[src/rtl/ecpa_pkg.sv]
package ecpa_pkg;

   localparam logic [8:0] EXTENSION_OFFSET = 9'd128;
   localparam logic [8:0] OFFSET_MAX       = 9'd511;
   localparam logic [8:0] HEADER_LAST      = 9'd6;

   localparam logic [7:0] HEADER_FIRST_BYTE = 8'h00;
   localparam logic [7:0] HEADER_FILL_BYTE  = 8'hFF;
   localparam logic [7:0] CEA_EXT_TAG       = 8'h02;
   localparam logic [7:0] MIN_COLLECTION    = 8'd4;
   localparam logic [2:0] VENDOR_TAG        = 3'b011;
   localparam logic [4:0] MIN_VENDOR_LEN    = 5'd5;
   localparam logic [7:0] OUI_BYTE0         = 8'h03;
   localparam logic [7:0] OUI_BYTE1         = 8'h0C;
   localparam logic [7:0] OUI_BYTE2         = 8'h00;
   localparam logic [15:0] NOT_FOUND_ADDR   = 16'hFFFF;

   localparam logic [4:0] POS_OUI0    = 5'd0;
   localparam logic [4:0] POS_OUI1    = 5'd1;
   localparam logic [4:0] POS_OUI2    = 5'd2;
   localparam logic [4:0] POS_ADDR_HI = 5'd3;
   localparam logic [4:0] POS_ADDR_LO = 5'd4;

   typedef enum logic [2:0] {
      PH_HEADER,
      PH_EXT,
      PH_BLOCK_HDR,
      PH_BLOCK_BODY,
      PH_DONE
   } phase_type;

   typedef struct packed {
      logic [8:0] byte_offset;
      phase_type  parse_phase;
      logic [8:0] collection_end;
      logic [4:0] block_bytes_left;
      logic [4:0] block_position;
      logic       block_is_vendor;
      logic       oui_matches;
      logic [7:0] address_high_byte;
   } parse_state_type;

   localparam parse_state_type PARSE_STATE_RESET = '{
      byte_offset:       9'd0,
      parse_phase:       PH_HEADER,
      collection_end:    9'd0,
      block_bytes_left:  5'd0,
      block_position:    5'd0,
      block_is_vendor:   1'b0,
      oui_matches:       1'b0,
      address_high_byte: 8'd0
   };

   typedef struct packed {
      logic        emit;
      logic        found;
      logic [15:0] physical_address;
   } parse_result_type;

endpackage

[src/rtl/ecpa_parse_step.sv]
module ecpa_parse_step (
   input  ecpa_pkg::parse_state_type  cur_state,
   input  logic [7:0]                 edid_byte,
   input  logic                       image_start,
   input  logic                       image_end,
   output ecpa_pkg::parse_state_type  next_state,
   output ecpa_pkg::parse_result_type result
);

   ecpa_pkg::parse_state_type s;
   logic [8:0] off;
   logic [2:0] tag;
   logic [4:0] len;
   logic       run_out;
   logic [4:0] left_dec;

   always_comb begin
      s   = image_start ? ecpa_pkg::PARSE_STATE_RESET : cur_state;
      off = s.byte_offset;
      tag = edid_byte[7:5];
      len = edid_byte[4:0];
      // The next block header would sit at or past the collection end.
      run_out  = ({1'b0, off} + 10'd1) >= {1'b0, s.collection_end};
      left_dec = s.block_bytes_left - 5'd1;
      next_state = s;
      result.emit = 1'b0;
      result.found = 1'b0;
      result.physical_address = ecpa_pkg::NOT_FOUND_ADDR;

      if (s.parse_phase != ecpa_pkg::PH_DONE) begin
         case (s.parse_phase)
            ecpa_pkg::PH_HEADER: begin
               if (edid_byte != ((off == 9'd0) ? ecpa_pkg::HEADER_FIRST_BYTE
                                               : ecpa_pkg::HEADER_FILL_BYTE)) begin
                  result.emit = 1'b1;
               end else if (off >= ecpa_pkg::HEADER_LAST) begin
                  next_state.parse_phase = ecpa_pkg::PH_EXT;
               end
            end
            ecpa_pkg::PH_EXT: begin
               if (off == ecpa_pkg::EXTENSION_OFFSET) begin
                  if (edid_byte != ecpa_pkg::CEA_EXT_TAG) begin
                     result.emit = 1'b1;
                  end
               end else if (off == ecpa_pkg::EXTENSION_OFFSET + 9'd2) begin
                  if (edid_byte <= ecpa_pkg::MIN_COLLECTION) begin
                     result.emit = 1'b1;
                  end else begin
                     next_state.collection_end =
                        ecpa_pkg::EXTENSION_OFFSET + {1'b0, edid_byte};
                  end
               end else if (off == ecpa_pkg::EXTENSION_OFFSET + 9'd3) begin
                  next_state.parse_phase = ecpa_pkg::PH_BLOCK_HDR;
               end
            end
            ecpa_pkg::PH_BLOCK_HDR: begin
               next_state.block_is_vendor = (tag == ecpa_pkg::VENDOR_TAG) &&
                                            (len >= ecpa_pkg::MIN_VENDOR_LEN);
               next_state.block_position   = 5'd0;
               next_state.block_bytes_left = len;
               next_state.oui_matches      = 1'b1;
               if (len == 5'd0) begin
                  if (run_out) begin
                     result.emit = 1'b1;
                  end
               end else begin
                  next_state.parse_phase = ecpa_pkg::PH_BLOCK_BODY;
               end
            end
            ecpa_pkg::PH_BLOCK_BODY: begin
               if (s.block_is_vendor && (s.block_position == ecpa_pkg::POS_ADDR_LO)
                   && s.oui_matches) begin
                  result.emit  = 1'b1;
                  result.found = 1'b1;
                  result.physical_address = {s.address_high_byte, edid_byte};
               end else begin
                  if (s.block_is_vendor) begin
                     case (s.block_position)
                        ecpa_pkg::POS_OUI0:
                           next_state.oui_matches = (edid_byte == ecpa_pkg::OUI_BYTE0);
                        ecpa_pkg::POS_OUI1:
                           next_state.oui_matches = s.oui_matches &&
                                                    (edid_byte == ecpa_pkg::OUI_BYTE1);
                        ecpa_pkg::POS_OUI2:
                           next_state.oui_matches = s.oui_matches &&
                                                    (edid_byte == ecpa_pkg::OUI_BYTE2);
                        ecpa_pkg::POS_ADDR_HI:
                           next_state.address_high_byte = edid_byte;
                        default: ;
                     endcase
                  end
                  next_state.block_position   = s.block_position + 5'd1;
                  next_state.block_bytes_left = left_dec;
                  if (left_dec == 5'd0) begin
                     if (run_out) begin
                        result.emit = 1'b1;
                     end else begin
                        next_state.parse_phase = ecpa_pkg::PH_BLOCK_HDR;
                     end
                  end
               end
            end
            default: ;
         endcase

         if (off < ecpa_pkg::OFFSET_MAX) begin
            next_state.byte_offset = off + 9'd1;
         end
         // A byte marked as the last one settles an open parse as not found.
         if (!result.emit && image_end) begin
            result.emit = 1'b1;
         end
         if (result.emit) begin
            next_state.parse_phase = ecpa_pkg::PH_DONE;
         end
      end
   end

endmodule

[src/rtl/edid_cec_physical_address_parser_core.sv]
// Channel  Direction  Ports                                        Transfer
// req      in         req_edid_byte, req_image_start, req_image_end req_valid & req_ready
// rsp      out        rsp_found, rsp_physical_address              rsp_valid & rsp_ready
//
// One EDID byte per cycle while rsp is not stalled: a byte lands in the input register, and the next cycle
// updates the parse state and, at the deciding byte, loads the result register.
// A req transfer reaches the result through the input register and then the result register.
// Synchronous reset clears both valid flags and the parse state.
// A result waiting on rsp_ready holds one byte in the input register; req_ready
// falls only when both registers are occupied and rsp is stalled.
module edid_cec_physical_address_parser_core (
   input  logic        clock,
   input  logic        reset,
   input  logic        req_valid,
   output logic        req_ready,
   input  logic [7:0]  req_edid_byte,
   input  logic        req_image_start,
   input  logic        req_image_end,
   output logic        rsp_valid,
   input  logic        rsp_ready,
   output logic        rsp_found,
   output logic [15:0] rsp_physical_address
);

   logic       in_valid_ff, in_valid_in;
   logic [7:0] in_byte_ff;
   logic       in_start_ff, in_end_ff;

   ecpa_pkg::parse_state_type  state_ff, state_in, step_state;
   ecpa_pkg::parse_result_type step_result;

   logic        rsp_valid_ff, rsp_valid_in;
   logic        found_ff, found_in;
   logic [15:0] addr_ff, addr_in;

   logic out_free, advance, req_xfer;

   assign out_free  = !rsp_valid_ff || rsp_ready;
   assign advance   = in_valid_ff && out_free;
   assign req_ready = !in_valid_ff || out_free;
   assign req_xfer  = req_valid && req_ready;

   ecpa_parse_step u_step (
      .cur_state   (state_ff),
      .edid_byte   (in_byte_ff),
      .image_start (in_start_ff),
      .image_end   (in_end_ff),
      .next_state  (step_state),
      .result      (step_result)
   );

   always_comb begin
      in_valid_in  = req_xfer || (in_valid_ff && !advance);
      state_in     = advance ? step_state : state_ff;
      rsp_valid_in = rsp_valid_ff && !rsp_ready;
      found_in     = found_ff;
      addr_in      = addr_ff;
      if (advance) begin
         rsp_valid_in = step_result.emit;
         found_in     = step_result.found;
         addr_in      = step_result.physical_address;
      end
   end

   always_ff @(posedge clock) begin
      if (reset) begin
         in_valid_ff  <= 1'b0;
         rsp_valid_ff <= 1'b0;
         state_ff     <= ecpa_pkg::PARSE_STATE_RESET;
      end else begin
         in_valid_ff  <= in_valid_in;
         rsp_valid_ff <= rsp_valid_in;
         state_ff     <= state_in;
      end
   end

   always_ff @(posedge clock) begin
      if (req_xfer) begin
         in_byte_ff  <= req_edid_byte;
         in_start_ff <= req_image_start;
         in_end_ff   <= req_image_end;
      end
      found_ff <= found_in;
      addr_ff  <= addr_in;
   end

   assign rsp_valid            = rsp_valid_ff;
   assign rsp_found            = found_ff;
   assign rsp_physical_address = addr_ff;

endmodule

[config.mk]
export PLATFORM = sky130hd
export DESIGN_NAME = edid_cec_physical_address_parser_core
export DESIGN_NICKNAME = d
export VERILOG_FILES = /design/src/rtl/ecpa_pkg.sv /design/src/rtl/ecpa_parse_step.sv /design/src/rtl/edid_cec_physical_address_parser_core.sv
export SDC_FILE = /design/constraint.sdc
export NUM_CORES = 1
export LEC_CHECK = 0
export BUFFER_PORTS_ARGS = -buffer_cell sky130_fd_sc_hd__buf_2
export CORE_MARGIN = 10
export CORE_UTILIZATION = 41
export CTS_CLUSTER_SIZE = 40
export DETAILED_ROUTE_END_ITERATION = 8
export PLACE_DENSITY = 0.69
export SKIP_LAST_GASP = 1
export SYNTH_ARGS = -nofsm -noshare
export SYNTH_HDL_FRONTEND = slang
export SYNTH_SLANG_ARGS = --single-unit
[constraint.sdc]
create_clock -name clock -period 3.9 [get_ports clock]
set_input_delay 0.975 -clock clock [delete_from_list [all_inputs] [get_ports clock]]
set_output_delay 0.975 -clock clock [all_outputs]
set_load 0.01 [all_outputs]
==> results.py, run 1 <==
metrics = {
    "worst_setup_path": {
        "crit_type": "reg2reg",
        "rr_endpoint": "state_ff[29]",
        "crit_fanout": 33,
        "required_ns": 4.20,
        "crit_end": "state_ff[29]",
        "start_kind": "flip-flop",
        "crit_start": "in_start_ff",
        "r2r-start": "in_start_ff",
        "r2r_cells": 10,
        "cp-end-kind": "flip-flop",
        "rrSetupSlack_ns": 0.72,
        "cp_data_arrival_time_ns": 3.48,
    },
    "global_route": {
        "grt_max_degree": 46,
        "grt_usage_pct": 13.81,
        "grt_pass1_vias": 3248,
        "antenna_found_initial": 0,
        "overflow": 0,
        "grt_pass1_wl_mm": 16.23,
    },
    "place": {
        "placed_area_um2": 4200,
        "portBuffers": 32,
        "globalplace.congestion": 0.8606,
        "dp_hpwl_mm": 6.830,
    },
    "cts": {
        "root_buffer": "clkbuf_8",
        "clock-sinks": 70,
        "clkTransAtPathRegs_ns": 0.09,
        "cts_setup_buffers": 0,
        "numCtsBuffers": 9,
        "clk_path_buf_depth": 2,
        "insertion_delay_ns": 0.35,
        "cts_tree": "built",
        "htree_levels": 3,
        "ctsResizeCount": 0,
        "cts_hold_buf": 0,
    },
    "synth": {
        "syn-num-nets": 480,
        "synth_top_family_by_area": "simple AND/OR/NAND/NOR gates",
        "synth.avg_cell_area_um2": 8.811,
        "synth-xor-area-share_pct": 1.992,
        "ys_warn_count": 0,
        "synth.area.mux_share_pct": 0.2530,
        "syn_inst": 449,
        "synth-simple-area-share_pct": 25.87,
        "synth_ff_type": "dfxtp_1",
        "ys_ff_latch": 70,
        "synth_compound_area_share_pct": 19.26,
        "synthArstFlopShare_pct": 0,
        "synthDistinctLibCells": 64,
        "syn-cell-area_um2": 3956,
        "synthAdderAreaFrac_pct": 5.376,
        "ys_seq_area_share_pct": 42.25,
        "synth_edf_count": 27,
    },
    "worst_hold_path": {
        "whs_path_depth": 2,
        "min-delay-path-class": "reg2reg",
    },
    "detailed_routing": {
        "top_layer_used": "met4",
        "wl_met2_mm": 4.949,
        "drt_wl_total_mm": 9.896,
        "ant_nets": 0,
        "firstDrtPassIters": 5,
        "via_count": 3466,
        "viasPerCell": 5.757,
        "wl_met1_mm": 4.215,
        "wl_per_cell_um": 16.44,
        "wl_met3_um": 533,
        "drc": 0,
        "drt_iter0_drc": 282,
    },
    "timing": {
        "tightest_slew_ns": 0.9627,
        "finalCriticalPeriod_ns": 3.183,
        "rsz0062_at_grt": "false",
        "fmax_ghz": 0.3141,
        "setup_viol": 0,
        "fin_crit_sh_pct": 81.62,
        "drv_slew": 0,
        "relSlewSlack_pct": 35.82,
        "final.setup.tns_ns": 0,
        "finalHoldViolations": 0,
        "skew_ns": 0.008911,
    },
    "floorplan": {
        "rows": 35,
        "dieArea_um2": 13980,
        "io_pins": 33,
        "dieHeight_um": 118.2,
        "start_util_pct": 42.41,
        "die_w_um": 118.2,
        "coreArea_um2": 9328,
    },
    "power_and_ir_drop": {
        "power_leakage_nw": 1.428,
        "p_per_area_nw_per_um2": 339.6,
        "ir_drop_mv": 0.1446,
    },
    "final_layout": {
        "area_growth_syn_to_layout_pct": 11.35,
        "fillCellCount": 889,
        "drive_above_1_share_pct": 13.74,
        "fin_area_um2": 4405,
        "nNetsFinal": 499,
        "diodes": 0,
    },
    "run": {
        "max_cap_violations": 0,
    },
    "outcome": {
        "status": "finished clean",
    },
}
[worst max-delay path, cell delays in order (launching register included)]
cell	delay [ns]
edfxtp_1	0.99
nor2b_1	0.23
ha_1	0.31
xnor2_1	0.15
ha_1	0.20
a211o_1	0.26
a21oi_1	0.12
o21ai_0	0.10
a41oi_1	0.30
o31a_1	0.26
o221a_1	0.19
[placed cells by master (no fill, tap or decap), types with 7 or more instances in the layout]
master and instances:
a21oi_1 34, nand2b_1 25, ha_1 17, clkbuf_8 9
nand3_1 12, nor2_1 49, buf_4 7, o21ai_0 33
a22oi_1 15, buf_2 32, dfxtp_1 43, nor2b_1 9
nand2_1 21, nor3_1 10, edfxtp_1 27, inv_1 18
[final cells by class]
cell class | count | area (µm²) | area share, %
sequential | 70 | 1672 | 37.94
multi-input combinational | 330 | 2087 | 47.37
timing repair buffer | 39 | 212.7 | 4.828
clock buffer | 9 | 123.9 | 2.812
clock inverter | 7 | 81.33 | 1.846
tap | 129 | 161.4 | 3.664
inverter | 18 | 67.56 | 1.534
[worst min path at each step]
stage | start | endpoint | slack, ns
floorplan | state_ff[20] | state_ff[20] | 0.45
global placement | state_ff[20] | state_ff[20] | 0.46
detailed placement | state_ff[27] | state_ff[27] | 0.47
CTS | state_ff[27] | state_ff[27] | 0.48
global route | state_ff[27] | state_ff[27] | 0.53
finish | state_ff[27] | state_ff[27] | 0.48
[per-layer routing]
metal | track usage [%] | up-vias
met5 | 0 | -
met4 | 4.637 | 0
met3 | 3.237 | 18
li1 | - | 1676
met1 | 17.05 | 1662
met2 | 23.05 | 110
[sequential cells by signal, summed over array words and instances, names as in the netlist]
name / count
state_ff: 41
rsp_physical_address: 16
in_byte_ff: 8
in_end_ff: 1
in_start_ff: 1
in_valid_ff: 1
rsp_found: 1
rsp_valid: 1
[synth_stat cells (3+ instances only)]
cell type,count,area share (%)
a211oi_1,4,0.76
nor4b_1,4,0.89
dfxtp_1,43,22
a21oi_1,34,4.3
ha_1,17,5.4
nor4_1,4,0.63
a22oi_1,15,2.8
nand2_1,21,2.0
nor3b_1,5,0.95
o211ai_1,3,0.57
nor3_1,10,1.3
nor2b_1,9,1.4
a32oi_1,4,0.89
a211o_1,3,0.66
nand3b_1,5,0.95
nor2_1,49,4.6
xor2_1,3,0.66
nand4_1,5,0.79
or3_1,6,0.95
xnor2_1,6,1.3
inv_1,18,1.7
a2bb2oi_1,3,0.66
nand2b_1,25,4.0
or4_1,5,0.95
and2_1,3,0.47
edfxtp_1,27,20
o21ai_0,33,4.2
buf_2,5,0.63
nand3_1,12,1.5
clkbuf_1,24,2.3
[report_power, final]
part / total [mW] / leakage, nW / switching [mW] / internal [mW]
logic: 0.0851 / 0.782 / 0.0545 / 0.0306
clock network: 0.617 / 0.0944 / 0.313 / 0.304
registers: 0.794 / 0.552 / 0.0252 / 0.769
[logic make-up (layout without fill, tap and decap cells)]
logic type | count (synthesis) | in the layout
AO/OA/AOI/OAI | 121 | 121
multiplexers | 1 | 1
XOR/XNOR | 9 | 9
adder cells (fa/ha/maj) | 17 | 17
flip-flops | 70 | 70
AND/OR/NAND/NOR | 182 | 182
buffers and inverters | 49 | 73
[stage by stage]
stage / cells / total power [mW] / utilization [%] / hold WS (ns) / worst slack [ns]
after floorplan: 449 / 0.8618 / - / 0.4460 / 0.6548
after CTS: 602 / 1.510 / 47.23 / 0.4807 / 0.7276
after global placement: 586 / 0.8928 / 45.03 / 0.4630 / 0.8609
after detailed placement: 586 / 0.8956 / 45.03 / 0.4691 / 0.7325
after global routing: 602 / 1.551 / 47.23 / 0.5252 / 0.4694
final: 602 / 1.496 / 47.23 / 0.4844 / 0.7167
(Power assumes the default switching activity.)
==> run 2: changes to the inputs <==
ABC_AREA = 1   (was default)
PLACE_DENSITY = 0.71   (was 0.69)
clock period = 2.59 ns   (was 3.9 ns; I/O delays follow)
==> results.py, run 2 <==
metrics = {
    "outcome": {
        "status": "finished clean",
    },
    "global_route": {
        "grt_max_degree": 50,
        "grt_pass1_vias": 3765,
        "overflow": 0,
        "grt_pass1_wl_mm": 18.71,
        "grt_usage_pct": 15.54,
        "antenna_found_initial": 0,
    },
    "detailed_routing": {
        "firstDrtPassIters": 6,
        "viasPerCell": 5.347,
        "drc": 0,
        "via_count": 3962,
        "drt_wl_total_mm": 11.33,
        "drt_iter0_drc": 438,
        "ant_nets": 0,
        "wl_per_cell_um": 15.29,
    },
    "floorplan": {
        "start_util_pct": 42.08,
        "die_w_um": 120.2,
        "coreArea_um2": 9774,
        "rows": 36,
        "dieArea_um2": 14440,
        "io_pins": 33,
        "dieHeight_um": 120.2,
    },
    "final_layout": {
        "fin_area_um2": 4893,
        "diodes": 0,
        "fillCellCount": 958,
        "layout_common_cells": "127 x nand2_1, 61 x inv_1, 43 x dfxtp_1, 42 x nor2_1, 39 x a21oi_1",
        "top_register": "state_ff",
        "layout_commonest_cell": "nand2_1",
        "final_util_pct": 50.06,
        "nNetsFinal": 634,
        "area_growth_syn_to_layout_pct": 18.98,
        "largest_reg_flops": 41,
        "drive_above_1_share_pct": 20.39,
    },
    "cts": {
        "cts_tree": "built",
        "insertion_delay_ns": 0.35,
        "numCtsBuffers": 9,
        "clk_path_buf_depth": 2,
        "htree_levels": 3,
        "clkTransAtPathRegs_ns": 0.08,
        "root_buffer": "clkbuf_8",
        "clock-sinks": 70,
    },
    "timing": {
        "fmax_ghz": 0.3881,
        "skew_ns": 0.009615,
        "hold_ws_ns": 0.4708,
        "finalHoldViolations": 0,
        "final.setup.tns_ns": 0,
        "tightest_slew_ns": 0.6132,
        "rsz0062_at_grt": "true",
        "finalCriticalPeriod_ns": 2.576,
        "fin_crit_sh_pct": 99.47,
        "setup_viol": 0,
        "drv_slew": 0,
        "fin_ws_ns": 0.01360,
        "relSlewSlack_pct": 58.87,
    },
    "worst_setup_path": {
        "start_kind": "flip-flop",
        "r2r-start": "in_start_ff",
        "crit_fanout": 5,
        "crit_top_cell": "nand2_1",
        "cp-end-kind": "flip-flop",
        "r2r_cells": 21,
        "cp_cell_sequence": "inv_2, buf_12, nand2_1, nor2_2, nand2_2, xor2_2, ha_1, nand2_1, inv_1, a21oi_2, nand2_1, nand2_1, nand2_1, nand2_2, nand2_1, nand2_1, nand2_2, nor2_4, inv_2, nand2_1, a21oi_1",
        "rr_endpoint": "rsp_valid",
        "cp_slowest_cell": "edfxtp_1",
        "slowest_delay_ns": 0.42,
        "cp_top_family": "simple AND/OR/NAND/NOR gates",
        "crit_type": "reg2reg",
        "required_ns": 2.81,
        "rrSetupSlack_ns": 0.01,
        "crit_buf_inv": 4,
        "cp_data_arrival_time_ns": 2.80,
    },
    "synth": {
        "yosysTopAreaCell": "dfxtp_1",
        "yosysMostFrequentCell": "nand2_1",
        "ys_warn_count": 0,
        "synth_edf_count": 27,
        "synth.avg_cell_area_um2": 7.451,
        "syn_inst": 552,
        "ys_ff_latch": 70,
        "syn-cell-area_um2": 4113,
        "synth_top_area_share_pct": 20.93,
        "synthTopCellsByCount": "132 x nand2_1, 66 x inv_1, 50 x nor2_1",
        "ys_seq_area_share_pct": 40.64,
        "synthDistinctLibCells": 42,
        "synthArstFlopShare_pct": 0,
        "syn-num-nets": 583,
        "synth_ff_type": "dfxtp_1",
        "ys_top_cells_by_area": "dfxtp_1 21%, edfxtp_1 20%, nand2_1 12%",
    },
    "place": {
        "dp_slack_ns": -0.07192,
        "placed_area_um2": 4538,
        "dp_hpwl_mm": 8.085,
        "portBuffers": 32,
        "globalplace.congestion": 0.9644,
    },
    "power_and_ir_drop": {
        "ir_drop_mv": 0.2802,
        "power_leakage_nw": 2.005,
        "p_per_area_nw_per_um2": 493.0,
    },
    "worst_hold_path": {
        "whs_path_depth": 1,
        "holdPathEnd": "in_byte_ff[0]",
        "min-delay-path-class": "in2reg",
        "hold_path_startpoint": "req_edid_byte[0]",
    },
    "run": {
        "max_cap_violations": 0,
    },
}
==> run 2: changes by cell type in the layout (fill, tap and decap cells not counted), sizes merged, moves of 18 or more <==
cell    before  now
nand2       21  138
inv         21   74
nand2b      25    0
nand3       12   36
buf         39   57
o211ai       3   21
==> run 2: kinds of logic (layout without fill, tap and decap cells) <==
logic type      count (synthesis)  after routing  share of synthesized area [%]
xor+xnor                        3              3                         0.6390
simple gates                  257            257                          28.11
fa+ha+maj                      17             17                          5.172
flops                          70             70                          40.65
compound gates                113            113                          16.58
buf+inv                        92            148                          8.853
==> run 2: how the worst max path moves through the flow <==
stage,cells after the start,slack (ns),endpoint,from
after global routing,22,-0.19,rsp_valid,in_start_ff
after global placement,23,0.07,rsp_valid,in_start_ff
after detailed placement,22,-0.07,rsp_valid,in_start_ff
after floorplan,23,0.02,state_ff[31],in_start_ff
final,21,0.01,rsp_valid,in_start_ff
after CTS,21,0.01,rsp_valid,in_start_ff
==> run 2: cell type report <==
| class | instances | area (µm²) | share of cell area [%] |
|---|---|---|---|
| Clock buffer | 10 | 127.6 | 2.608 |
| Clock inverter | 6 | 68.82 | 1.406 |
| Inverter | 74 | 277.8 | 5.676 |
| Multi-Input combinational cell | 390 | 2168 | 44.31 |
| Sequential cell | 70 | 1672 | 34.16 |
| Tap cell | 133 | 166.4 | 3.401 |
| Timing Repair Buffer | 58 | 412.9 | 8.438 |
==> run 2: what timing repair did <==
action | CTS | global route
hold buffers | 0 | 0
cloned | 0 | 1
buffers inserted | 1 | 1
setup endpoints to repair | 4 | 10
pin swaps | 0 | 7
resized for setup | 4 | 29
==> run 2: metrics by stage <==
| stage | cells | power [mW] |
|---|---|---|
| after global routing | 741 | 2.517 |
| after floorplan | 552 | 1.417 |
| after global placement | 722 | 1.500 |
| after CTS | 739 | 2.411 |
| final | 741 | 2.413 |
| after detailed placement | 722 | 1.508 |
==> run 2: per-layer routing <==
metal  part of all wire (%)  vias up  global-route usage (%)
li1                       -     1955                       -
met4                    1.4        0                   4.600
met3                    7.6       17                   4.032
met5                      0        -                       0
met1                     45     1808                   20.24
met2                     46      182                   24.72
==> run 2: report_power, final <==
group	switching [mW]	leakage [nW]	internal [mW]	total, mW
Sequential	0.0321	0.556	1.18	1.21
Combinational	0.189	1.35	0.101	0.291
Clock	0.455	0.0938	0.453	0.907
Total	0.676	2.00	1.74	2.41
